**config.mk**
```make
export PLATFORM = sky130hd
export DESIGN_NAME = uifpq_front
export DESIGN_NICKNAME = d
export VERILOG_FILES = /design/src/design/uifpq_pkg.sv /design/src/design/uifpq_front.sv
export SDC_FILE = /design/constraint.sdc
export NUM_CORES = 1
export LEC_CHECK = 0
export BUFFER_PORTS_ARGS = -buffer_cell sky130_fd_sc_hd__buf_2
export CORE_ASPECT_RATIO = 0.8
export CORE_MARGIN = 2
export CORE_UTILIZATION = 53
export DETAILED_ROUTE_END_ITERATION = 8
export MAX_ROUTING_LAYER = met4
export PLACE_DENSITY = 0.81
export SETUP_SLACK_MARGIN = 0.1
export SLEW_MARGIN = 0
export SYNTH_ARGS = -nofsm -noshare
export SYNTH_HDL_FRONTEND = slang
export SYNTH_SLANG_ARGS = --single-unit
```
**constraint.sdc**
```tcl
create_clock -name clk -period 2.2 [get_ports clk]
set_input_delay 0.11 -clock clk [delete_from_list [all_inputs] [get_ports clk]]
set_output_delay 0.11 -clock clk [all_outputs]
set_load 0.01 [all_outputs]
```
**src/design/uifpq_pkg.sv**
```systemverilog
// Shared types and constants for the idle-framed UART packet queue.
// No dependencies; imported by every module of the block.
`default_nettype none
package uifpq_pkg;

  localparam int DEF_PACKET_BYTES = 64;
  localparam int DEF_PACKET_SLOTS = 8;
  localparam int DEF_TX_DEPTH     = 256;

  localparam int OP_W   = 3;
  localparam int BYTE_W = 8;
  localparam int LEN_W  = 7;
  localparam int QCNT_W = 3;
  localparam int CNT_W  = 32;
  localparam int KIND_W = 2;

  typedef enum logic [OP_W-1:0] {
    OP_RX_BYTE   = 3'd0,
    OP_LINE_IDLE = 3'd1,
    OP_TX_READY  = 3'd2,
    OP_TX_DONE   = 3'd3,
    OP_TX_PUSH   = 3'd4,
    OP_PKT_POP   = 3'd5,
    OP_NOP6      = 3'd6,
    OP_NOP7      = 3'd7
  } op_t;

  typedef enum logic [2:0] {
    CMD_RX, CMD_IDLE, CMD_TXRDY, CMD_TXDONE, CMD_PUSH, CMD_POP, CMD_NOP
  } cmd_code_t;

  typedef struct packed {
    cmd_code_t          code;
    logic [BYTE_W-1:0]  data;
  } cmd_t;

  typedef enum logic [KIND_W-1:0] {
    KIND_STATUS    = 2'd0,
    KIND_LINE_BYTE = 2'd1,
    KIND_PKT_BYTE  = 2'd2,
    KIND_POP_EMPTY = 2'd3
  } kind_t;

  typedef enum logic [2:0] {
    ST_IDLE, ST_EMIT, ST_TXD, ST_PLEN, ST_PADDR, ST_PDATA
  } state_t;

endpackage
`default_nettype wire

```
**src/design/uifpq_front.sv**
```systemverilog
// Front end: decodes input items into commands and holds them in a two-entry queue.
// Depends on uifpq_pkg.
`default_nettype none
module uifpq_front (
  input  wire                         clk,
  input  wire                         rst_n,
  input  wire                         in_valid,
  output logic                        in_ready,
  input  wire [uifpq_pkg::OP_W-1:0]   in_op,
  input  wire [uifpq_pkg::BYTE_W-1:0] in_data,
  output logic                        cmd_valid,
  output uifpq_pkg::cmd_t             cmd,
  input  wire                         cmd_pop
);
  import uifpq_pkg::*;

  cmd_t       q_r [2];
  logic       wp_r, rp_r;
  logic [1:0] cnt_r, cnt_nxt;
  cmd_t       dec;
  logic       push;

  always_comb begin
    dec.data = in_data;
    unique case (op_t'(in_op))
      OP_RX_BYTE:   dec.code = CMD_RX;
      OP_LINE_IDLE: dec.code = CMD_IDLE;
      OP_TX_READY:  dec.code = CMD_TXRDY;
      OP_TX_DONE:   dec.code = CMD_TXDONE;
      OP_TX_PUSH:   dec.code = CMD_PUSH;
      OP_PKT_POP:   dec.code = CMD_POP;
      default:      dec.code = CMD_NOP;
    endcase
  end

  assign in_ready  = (cnt_r != 2'd2);
  assign push      = in_valid && in_ready;
  assign cmd_valid = (cnt_r != 2'd0);
  assign cmd       = q_r[rp_r];

  always_comb begin
    cnt_nxt = cnt_r;
    if (push && !cmd_pop) cnt_nxt = cnt_r + 2'd1;
    else if (!push && cmd_pop) cnt_nxt = cnt_r - 2'd1;
  end

  always_ff @(posedge clk) begin
    if (!rst_n) begin
      wp_r  <= 1'b0;
      rp_r  <= 1'b0;
      cnt_r <= 2'd0;
    end else begin
      cnt_r <= cnt_nxt;
      if (push) wp_r <= ~wp_r;
      if (cmd_pop) rp_r <= ~rp_r;
    end
  end

  always_ff @(posedge clk) begin
    if (push) q_r[wp_r] <= dec;
  end
endmodule
`default_nettype wire

```
==> results of run 1 <==
[report_power, final]
part	switching, mW	internal (mW)
Combinational	0.0985	0.0973
Sequential	0.0268	0.615
Clock	0.138	0.0680
Total	0.263	0.780
[worst max-delay path by stage]
| stage | endpoint | slack, ps |
|---|---|---|
| global route | cnt_r[1] | 430 |
| detailed placement | cnt_r[1] | 570 |
| floorplan | cnt_r[1] | 620 |
| finish | cnt_r[1] | 530 |
| CTS | cnt_r[1] | 520 |
| global placement | cnt_r[1] | 660 |
[cell usage after synthesis]
master	number
a21bo_1	1
xor2_1	2
edfxtp_1	22
nor2_1	3
inv_1	3
or2_1	1
xnor2_1	1
clkbuf_1	2
ha_1	1
nand3b_1	1
dfxtp_1	5
nand2b_1	1
or3_1	1
a21oi_1	2
o21ai_0	1
mux2_1	10
buf_2	1
a21boi_0	1
and2_1	1
mux2_2	1
and3_1	1
[flip-flops by register name, summed over array words and instances (netlist names), named ones only]
| register | count |
|---|---|
| q_r | 22 |
| cnt_r | 2 |
| rp_r | 1 |
| wp_r | 1 |
[area by class of cell]
type | count | area share (%)
clock buffers | 3 | 1.72
clock inverters | 1 | 0.382
inverters | 3 | 0.860
multi-input cells | 29 | 18.7
flip-flops and latches | 27 | 58.1
well taps | 24 | 2.29
repair buffers | 37 | 18.0
[kinds of logic (layout without fill, tap and decap cells)]
group                      Yosys count  in the layout  synth area share [%]
AOI/OAI and AO/OA                    5              5                  3.16
and+or+nand+nor                      9              9                  4.86
adders and majority gates            1              1                  1.21
muxes                               11             11                  12.0
DFF                                 27             27                  73.9
xor gates and xnor gates             3              3                  2.55
buffers and inverters                6             44                  2.31
[critical path, stage by stage (launching register included)]
cell and delay, ps:
dfxtp_1 360, nand2b_1 210, and2_1 180, ha_1 310, or3_1 380, a21oi_1 170
[metrics by stage]
step	total power [mW]	util, %	area, sq um	instances
floorplan	0.765	-	1030	62
global placement	0.830	63.7	1180	110
detailed placement	0.839	63.7	1180	110
CTS	1.06	70.6	1310	124
global route	1.11	70.6	1310	124
finish	1.04	70.6	1310	124
[routing by layer]
metal	vias up	part of all wire (%)	track usage (%)
met5	-	0	-
met4	0	0.82	7.69
met3	2	4.4	3.10
met2	14	51	30.6
met1	289	44	17.5
li1	300	-	-
==> impl_metrics.ini, run 1 <==
[status]
status = completed

[grt]
antenna_found_initial = 0
overflow = 0
grt_pass1_vias = 640
grt_max_degree = 16
grtUsageTotal_pct = 16.9
grt_pass1_wl_mm = 2.64

[clock_tree]
cts_tree = built
clock-sinks = 27
cts_root_buf = clkbuf_4
hold_buffers = 10
postCtsSetupBuffers = 0
clk_path_buf_depth = 2
cts-buffers-inserted = 3
clock_latency_ps = 320
cts.clk_slew.worst_paths_ps = 140
cts_resized = 0
htreeDepth = 1

[sta]
drv_slew = 0
grt_setup_unrepaired = false
min_period_ps = 1670
hold_viol_final = 0
layout_setup_ws_ps = 529
finalSetupViolCount = 0
fin_worst_skew_ps = 3.84
max-slew-margin-rel_pct = 65.9
worstMarginPinSlew_ps = 512
max_clock_freq_mhz = 599
fin_tns_setup_ps = 0
holdWs_ps = 62.2
fin_crit_sh_pct = 75.9

[worst_setup_path]
required_ps = 2450
crit_type = reg -> reg
crit_start = cnt_r[0]
r2r-start = cnt_r[0]
reg2reg_depth = 5
r2r_end = cnt_r[1]
worstPathArrival_ps = 1920
setup.worst_path.end_class = flop
worstPathMaxFanout = 5
cp-start-kind = flop
regToRegSetupSlack_ps = 530

[logic_synthesis]
synth_top_area_share_pct = 64.2
ys_types = 21
ys_ff_latch = 27
netlist_area_sq_um = 1030
seq_area_frac_synth_pct = 73.9
synth_nets = 78
yosysWarnings = 0
yosys-top-cells-area = edfxtp_1 (64%), mux2_1 (11%), dfxtp_1 (9.7%)
syn_avg_cell_area_sq_um = 16.6
syn_inst = 62
yosysTopAreaCell = edfxtp_1

[placed_design]
dpl.hpwl_mm = 1.08
gp_routability_congestion = 0.619
placement.io_buffers = 27
dp_slack_ps = 571

[die]
start_util_pct = 55.5
coreArea_sq_um = 1860
die_w_um = 53.3
io_pins = 28
die-height_um = 43.4
row_count = 14
die_area_sq_um = 2310

[pwr]
powerDensity_nw_per_um2 = 797
peakVddDrop_mv = 0.444
power.leakage_nw = 0.529

[final_layout]
multi_input_area_sq_um = 245
seqCellArea_sq_um = 761
num-nets-final = 117
final_common_cell = buf_2
layout_common_cells = buf_2 (27), edfxtp_1 (22), mux2_1 (10), dlygate4sd3_1 (10), dfxtp_1 (5)
diodes = 0
drive_gt1_share_pct = 32.0
num-fill-cells = 146
area_delta_synth_final_pct = 27.2

[routing]
drc = 0
drtIter0Drc = 2
dr.pass1.iters = 4
num_vias = 605
routed_wl_mm = 1.58
via_per_inst = 4.88
ant_nets = 0
wl_per_cell_um = 12.7

[run]
maxCapViolCount = 0

[min_path]
worstHoldStart = cmd_pop
whs_path_depth = 3
min_path_type = in -> reg
Power figures use the tool's default switching activity.
==> inputs of run 2 (changes only) <==
ABC_AREA = 1   (was default)
CORE_UTILIZATION = 50   (was 53)
PLACE_DENSITY = 0.76   (was 0.81)
clock period = 1.64 ns   (was 2.2 ns; I/O delays follow)
==> run 2 against run 1 <==
Compared with the run above: final cell count rose by 11%; sequential cell count did not move; combinational power rose by 25%; setup slack got worse by 300 ps; die area rose by 8.6%; global-route usage fell by 0.96 points.
==> impl_metrics.ini, run 2 <==
[logic_synthesis]
netlist_area_sq_um = 1060
yosysTopAreaCell = edfxtp_1
synth_xor_area_share_pct = 0
synth_top_family_by_area = multiplexers
ys_ff_latch = 27
yosysWarnings = 0
synth_compound_area_share_pct = 2.12
synth_fa_ha_area_share_pct = 1.18
synth_top_area_share_pct = 62.2
seq_area_frac_synth_pct = 71.6
synthTopCellsByCount = edfxtp_1 (22), mux2_2 (11), nor2_1 (8)
synth-main-ff-cell = edfxtp_1
synthMostInstantiatedCell = edfxtp_1
synthMuxAreaShare_pct = 11.7
synth_edf_count = 22
yosys.area_share.simple_pct = 8.72
async_flop_share_pct = 0
syn_inst = 73
syn_avg_cell_area_sq_um = 14.6
synth_nets = 89
yosys-top-cells-area = edfxtp_1 (62%), mux2_2 (12%), dfxtp_1 (9.4%)
ys_types = 19

[placed_design]
placement.io_buffers = 27
dpl.hpwl_mm = 1.21
gp_routability_congestion = 0.762

[worst_setup_path]
cp-start-kind = flop
crit_type = reg -> out
worstPathArrival_ps = 1330
required_ps = 1560
worstPathMaxFanout = 11
setup.worst_path.end_class = output pin

[final_layout]
reg.largest.list = q_r: 22 flops, cnt_r: 2 flops
num-fill-cells = 142
final_common_cell = buf_2
num-nets-final = 131
drive_gt1_share_pct = 43.0
largest_register = q_r
diodes = 0
largest_register_ffs = 22
area_delta_synth_final_pct = 28.2
layout_common_cells = buf_2 (27), edfxtp_1 (22), mux2_2 (11), dlygate4sd3_1 (11), nor2_1 (8)

[routing]
drtIter0Drc = 15
via_per_inst = 4.77
dr.pass1.iters = 4
num_vias = 658
routed_wl_mm = 1.69
ant_nets = 0
wl_per_cell_um = 12.2
drc = 0

[sta]
hold_viol_final = 0
min_period_ps = 1410
max-slew-margin-rel_pct = 82.4
finalSetupViolCount = 0
holdWs_ps = 31.2
drv_slew = 0
fin_worst_skew_ps = 3.85
fin_tns_setup_ps = 0
grt_setup_unrepaired = false
max_clock_freq_mhz = 708
worstMarginPinSlew_ps = 264
fin_crit_sh_pct = 86.2

[clock_tree]
cts-buffers-inserted = 3
clk_path_buf_depth = 2
cts_tree = built
clock-sinks = 27
htreeDepth = 1
cts_root_buf = clkbuf_4
clock_latency_ps = 310
postCtsSetupBuffers = 0
cts.clk_slew.worst_paths_ps = 130

[run]
maxCapViolCount = 0

[grt]
grt_util_met1_pct = 17.5
grt_pass1_vias = 706
antenna_found_initial = 0
grt_busiest_layer = met2
grt_pass1_wl_mm = 2.85
grt_max_degree = 15
grtUsageTotal_pct = 15.9
grt_use_met2_pct = 27.9
use_met3_pct = 4.01
overflow = 0

[die]
io_pins = 28
die-height_um = 45.2
die_w_um = 55.5
start_util_pct = 54.6
die_area_sq_um = 2510
coreArea_sq_um = 1940
row_count = 14

[pwr]
power.leakage_nw = 0.562
powerDensity_nw_per_um2 = 998
total_power_mw = 1.36
peakVddDrop_mv = 0.555

[status]
status = completed

[min_path]
min_path_type = in -> reg
-- run 2: cell types whose count changed in the layout (fill, tap and decap cells not counted), moves of 2 or more --
cell	delta
inv_1	+3
mux2_2	+10
nand2_1	+6
mux2_1	-10
nand2_4	+2
buf_4	+2
xor2_1	-2
nor2_1	+5
-- run 2: through the flow --
stage	utilization, %	cell area (sq um)	worst slack (ps)	cells
floorplan	-	1060	211	73
global placement	62.9	1220	393	123
detailed placement	62.9	1220	330	123
CTS	70.0	1360	192	138
global route	70.0	1360	132	138
finish	70.0	1360	227	138
-- run 2: cells by family (layout without fill, tap and decap cells) --
kind of cell / after synthesis / after routing
DFF: 27 / 27
muxes: 11 / 11
adders and majority gates: 1 / 1
AOI/OAI and AO/OA: 4 / 4
buffers and inverters: 11 / 52
and+or+nand+nor: 19 / 19
-- run 2: worst paths after layout --
kind	slack (ps)	start	cells after the start	end
min	30	cmd_pop	3	flop
max reg2reg	310	cnt_r[0]	10	cnt_r[1]
max	230	flop	2	cmd[2]
min reg2reg	510	cnt_r[0]	1	cnt_r[0]
-- run 2: final cells by class --
class	count	area, sq um	area share [%]
repair buffers	40	260	19.1
flip-flops and latches	27	762	56.0
well taps	24	30.0	2.21
inverters	8	31.3	2.30
multi-input cells	35	251	18.5
clock buffers	4	26.3	1.93
-- run 2: layer usage --
metal	wire, um	up-vias
li1	-	333
met1	735	302
met2	857	21
met3	89	2
met4	6	0
met5	0	-
-- run 2: worst max-delay path, stage by stage (launching register included) --
cell	delay, ps
dfxtp_2	510
mux2_2	370
buf_2	140
-- run 2: power by group --
| part | internal, mW | switching, mW |
|---|---|---|
| clock | 0.0950 | 0.180 |
| combinational | 0.120 | 0.125 |
| sequential | 0.808 | 0.0302 |
| total | 1.02 | 0.336 |
-- run 2: what timing repair did --
| action | 4_1_cts | 5_1_grt |
|---|---|---|
| setup endpoints to repair | 11 | 0 |
| endpoints found under the hold margin | 21 | 0 |
| gates resized for setup | 1 | 0 |
| hold buffers | 11 | 0 |
==> inputs of run 3 (changes only) <==
CORE_MARGIN = default   (was 2)
==> run 3 against run 2 <==
Compared with the run above: combinational power grew 2%; sequential cell count stayed put; via count rose by 0.30%; final cell count stayed put; clock power down 2%; design area did not move; die area is 7.9% lower; sequential share of layout area is the same; routed wire length increased by 6.8%; first-iteration DRC count shrank 87%; clock skew down 2.3 ps; critical path depth unchanged.
==> impl_metrics.ini, run 3 (same netlist as run 2, synthesis figures left out) <==
[status]
status = completed

[clock_tree]
clk_path_buf_depth = 2
cts_tree = built
postCtsSetupBuffers = 0
cts.clk_slew.worst_paths_ps = 130
cts_root_buf = clkbuf_4
clock-sinks = 27
cts-buffers-inserted = 3
clock_latency_ps = 310
htreeDepth = 1

[sta]
fin_crit_sh_pct = 87.6
fin_worst_skew_ps = 1.58
grt_setup_unrepaired = false
drv_slew = 0
max_clock_freq_mhz = 696
hold_viol_final = 0
worstMarginPinSlew_ps = 272
min_period_ps = 1440
max-slew-margin-rel_pct = 81.9
fin_tns_setup_ps = 0
finalSetupViolCount = 0

[grt]
grt_pass1_wl_mm = 3.03
antenna_found_initial = 0
overflow = 0
grt_max_degree = 15
grtUsageTotal_pct = 20.0
grt_pass1_vias = 700

[worst_setup_path]
cp-start-kind = flop
crit_type = reg -> out
crit_chain = mux2_2 > buf_2
critPathMaxStageDelay_ps = 510
worstPathArrival_ps = 1360
setup.worst_path.end_class = output pin
worstPathMaxFanout = 11
cpMaxStageDelayCell = dfxtp_2
required_ps = 1560
cp_top_family = flip-flops
crit_buf_inv = 1

[pwr]
clkPwrFrac_pct = 19.8
peakVddDrop_mv = 0.728
powerDensity_nw_per_um2 = 998
power_frac_seq_pct = 61.8
power.leakage_nw = 0.562
total_power_mw = 1.36
pwr-share-comb_pct = 18.4
switching_power_mw = 0.334
netSwitchingFraction_pct = 24.6
power.internal_mw = 1.02

[final_layout]
fin_area_sq_um = 1360
final_common_cell = buf_2
largest_register = q_r
layout_common_cells = buf_2 (27), edfxtp_1 (22), mux2_2 (11), dlygate4sd3_1 (11), nor2_1 (8)
largest_register_ffs = 22
diodes = 0
area_delta_synth_final_pct = 28.2
drive_gt1_share_pct = 43.0
reg.largest.list = q_r: 22 flops, cnt_r: 2 flops
num-nets-final = 131

[placed_design]
placement.io_buffers = 27
gp_routability_congestion = 0.852
dpl.hpwl_mm = 1.29
place_area_sq_um = 1220

[run]
maxCapViolCount = 0

[die]
die-height_um = 43.2
coreArea_sq_um = 1940
row_count = 14
die_w_um = 53.5
die_area_sq_um = 2310
start_util_pct = 54.6
io_pins = 28

[routing]
via_per_inst = 4.78
wl_per_cell_um = 13.1
drc = 0
ant_nets = 0
num_vias = 660
routed_wl_mm = 1.80
drtIter0Drc = 2
dr.pass1.iters = 2

[min_path]
min_path_type = in -> reg
## run 3: cell counts in the layout (fill, tap and decap cells not counted)
No cell type changed its count.
## run 3: worst register-to-register path, stage by stage, from the launching register on
cell	delay (ps)
dfxtp_1	360
inv_2	100
nand2_4	60
nand2_4	80
clkinv_2	70
ha_1	270
inv_1	100
nand3_1	100
nand2_1	70
inv_1	40
nor2_1	80
## run 3: layer usage
metal  GRT usage (%)  share of wire [%]
met1            21.2                 42
met2            34.8                 52
met3            6.45                4.4
met4            6.32               0.61
met5               -                  0
## run 3: what timing repair did
item / CTS / global route
endpoints found under the setup margin: 11 / 0
hold buffers: 11 / 0
gates resized for setup: 1 / 0
endpoints found under the hold margin: 21 / 0
## run 3: power groups by stage
stage | clock [mW] | combinational [mW] | sequential (mW)
2_1_floorplan | 0 | 0.151 | 0.842
3_3_place_gp | 0 | 0.221 | 0.851
3_5_place_dp | 0 | 0.232 | 0.855
4_1_cts | 0.280 | 0.253 | 0.840
5_1_grt | 0.311 | 0.277 | 0.847
6_report | 0.269 | 0.250 | 0.839
## run 3: path summary, 6_finish.rpt
kind / startpoint / to / slack, ps / cells past startpoint
max reg2reg: cnt_r[0] / cnt_r[1] / 260 / 10
min reg2reg: cnt_r[0] / cnt_r[0] / 510 / 1
min: cmd_pop / flop / 20 / 3
max: flop / cmd[4] / 200 / 2
## run 3: layout make-up
cell class | instances | area [sq um]
clock buffers | 4 | 26.3
fillers | 152 | 583
inverters | 8 | 31.3
multi-input cells | 35 | 251
flip-flops and latches | 27 | 762
well taps | 24 | 30.0
repair buffers | 40 | 260
## run 3: per-stage QoR
step | setup slack (ps) | hold slack (ps) | util (%) | std cells
2_1_floorplan | 211 | 181 | - | 73
3_3_place_gp | 388 | 270 | 62.9 | 123
3_5_place_dp | 306 | 274 | 62.9 | 123
4_1_cts | 177 | 11.5 | 70.0 | 138
5_1_grt | 111 | 46.3 | 70.0 | 138
6_report | 203 | 19.1 | 70.0 | 138
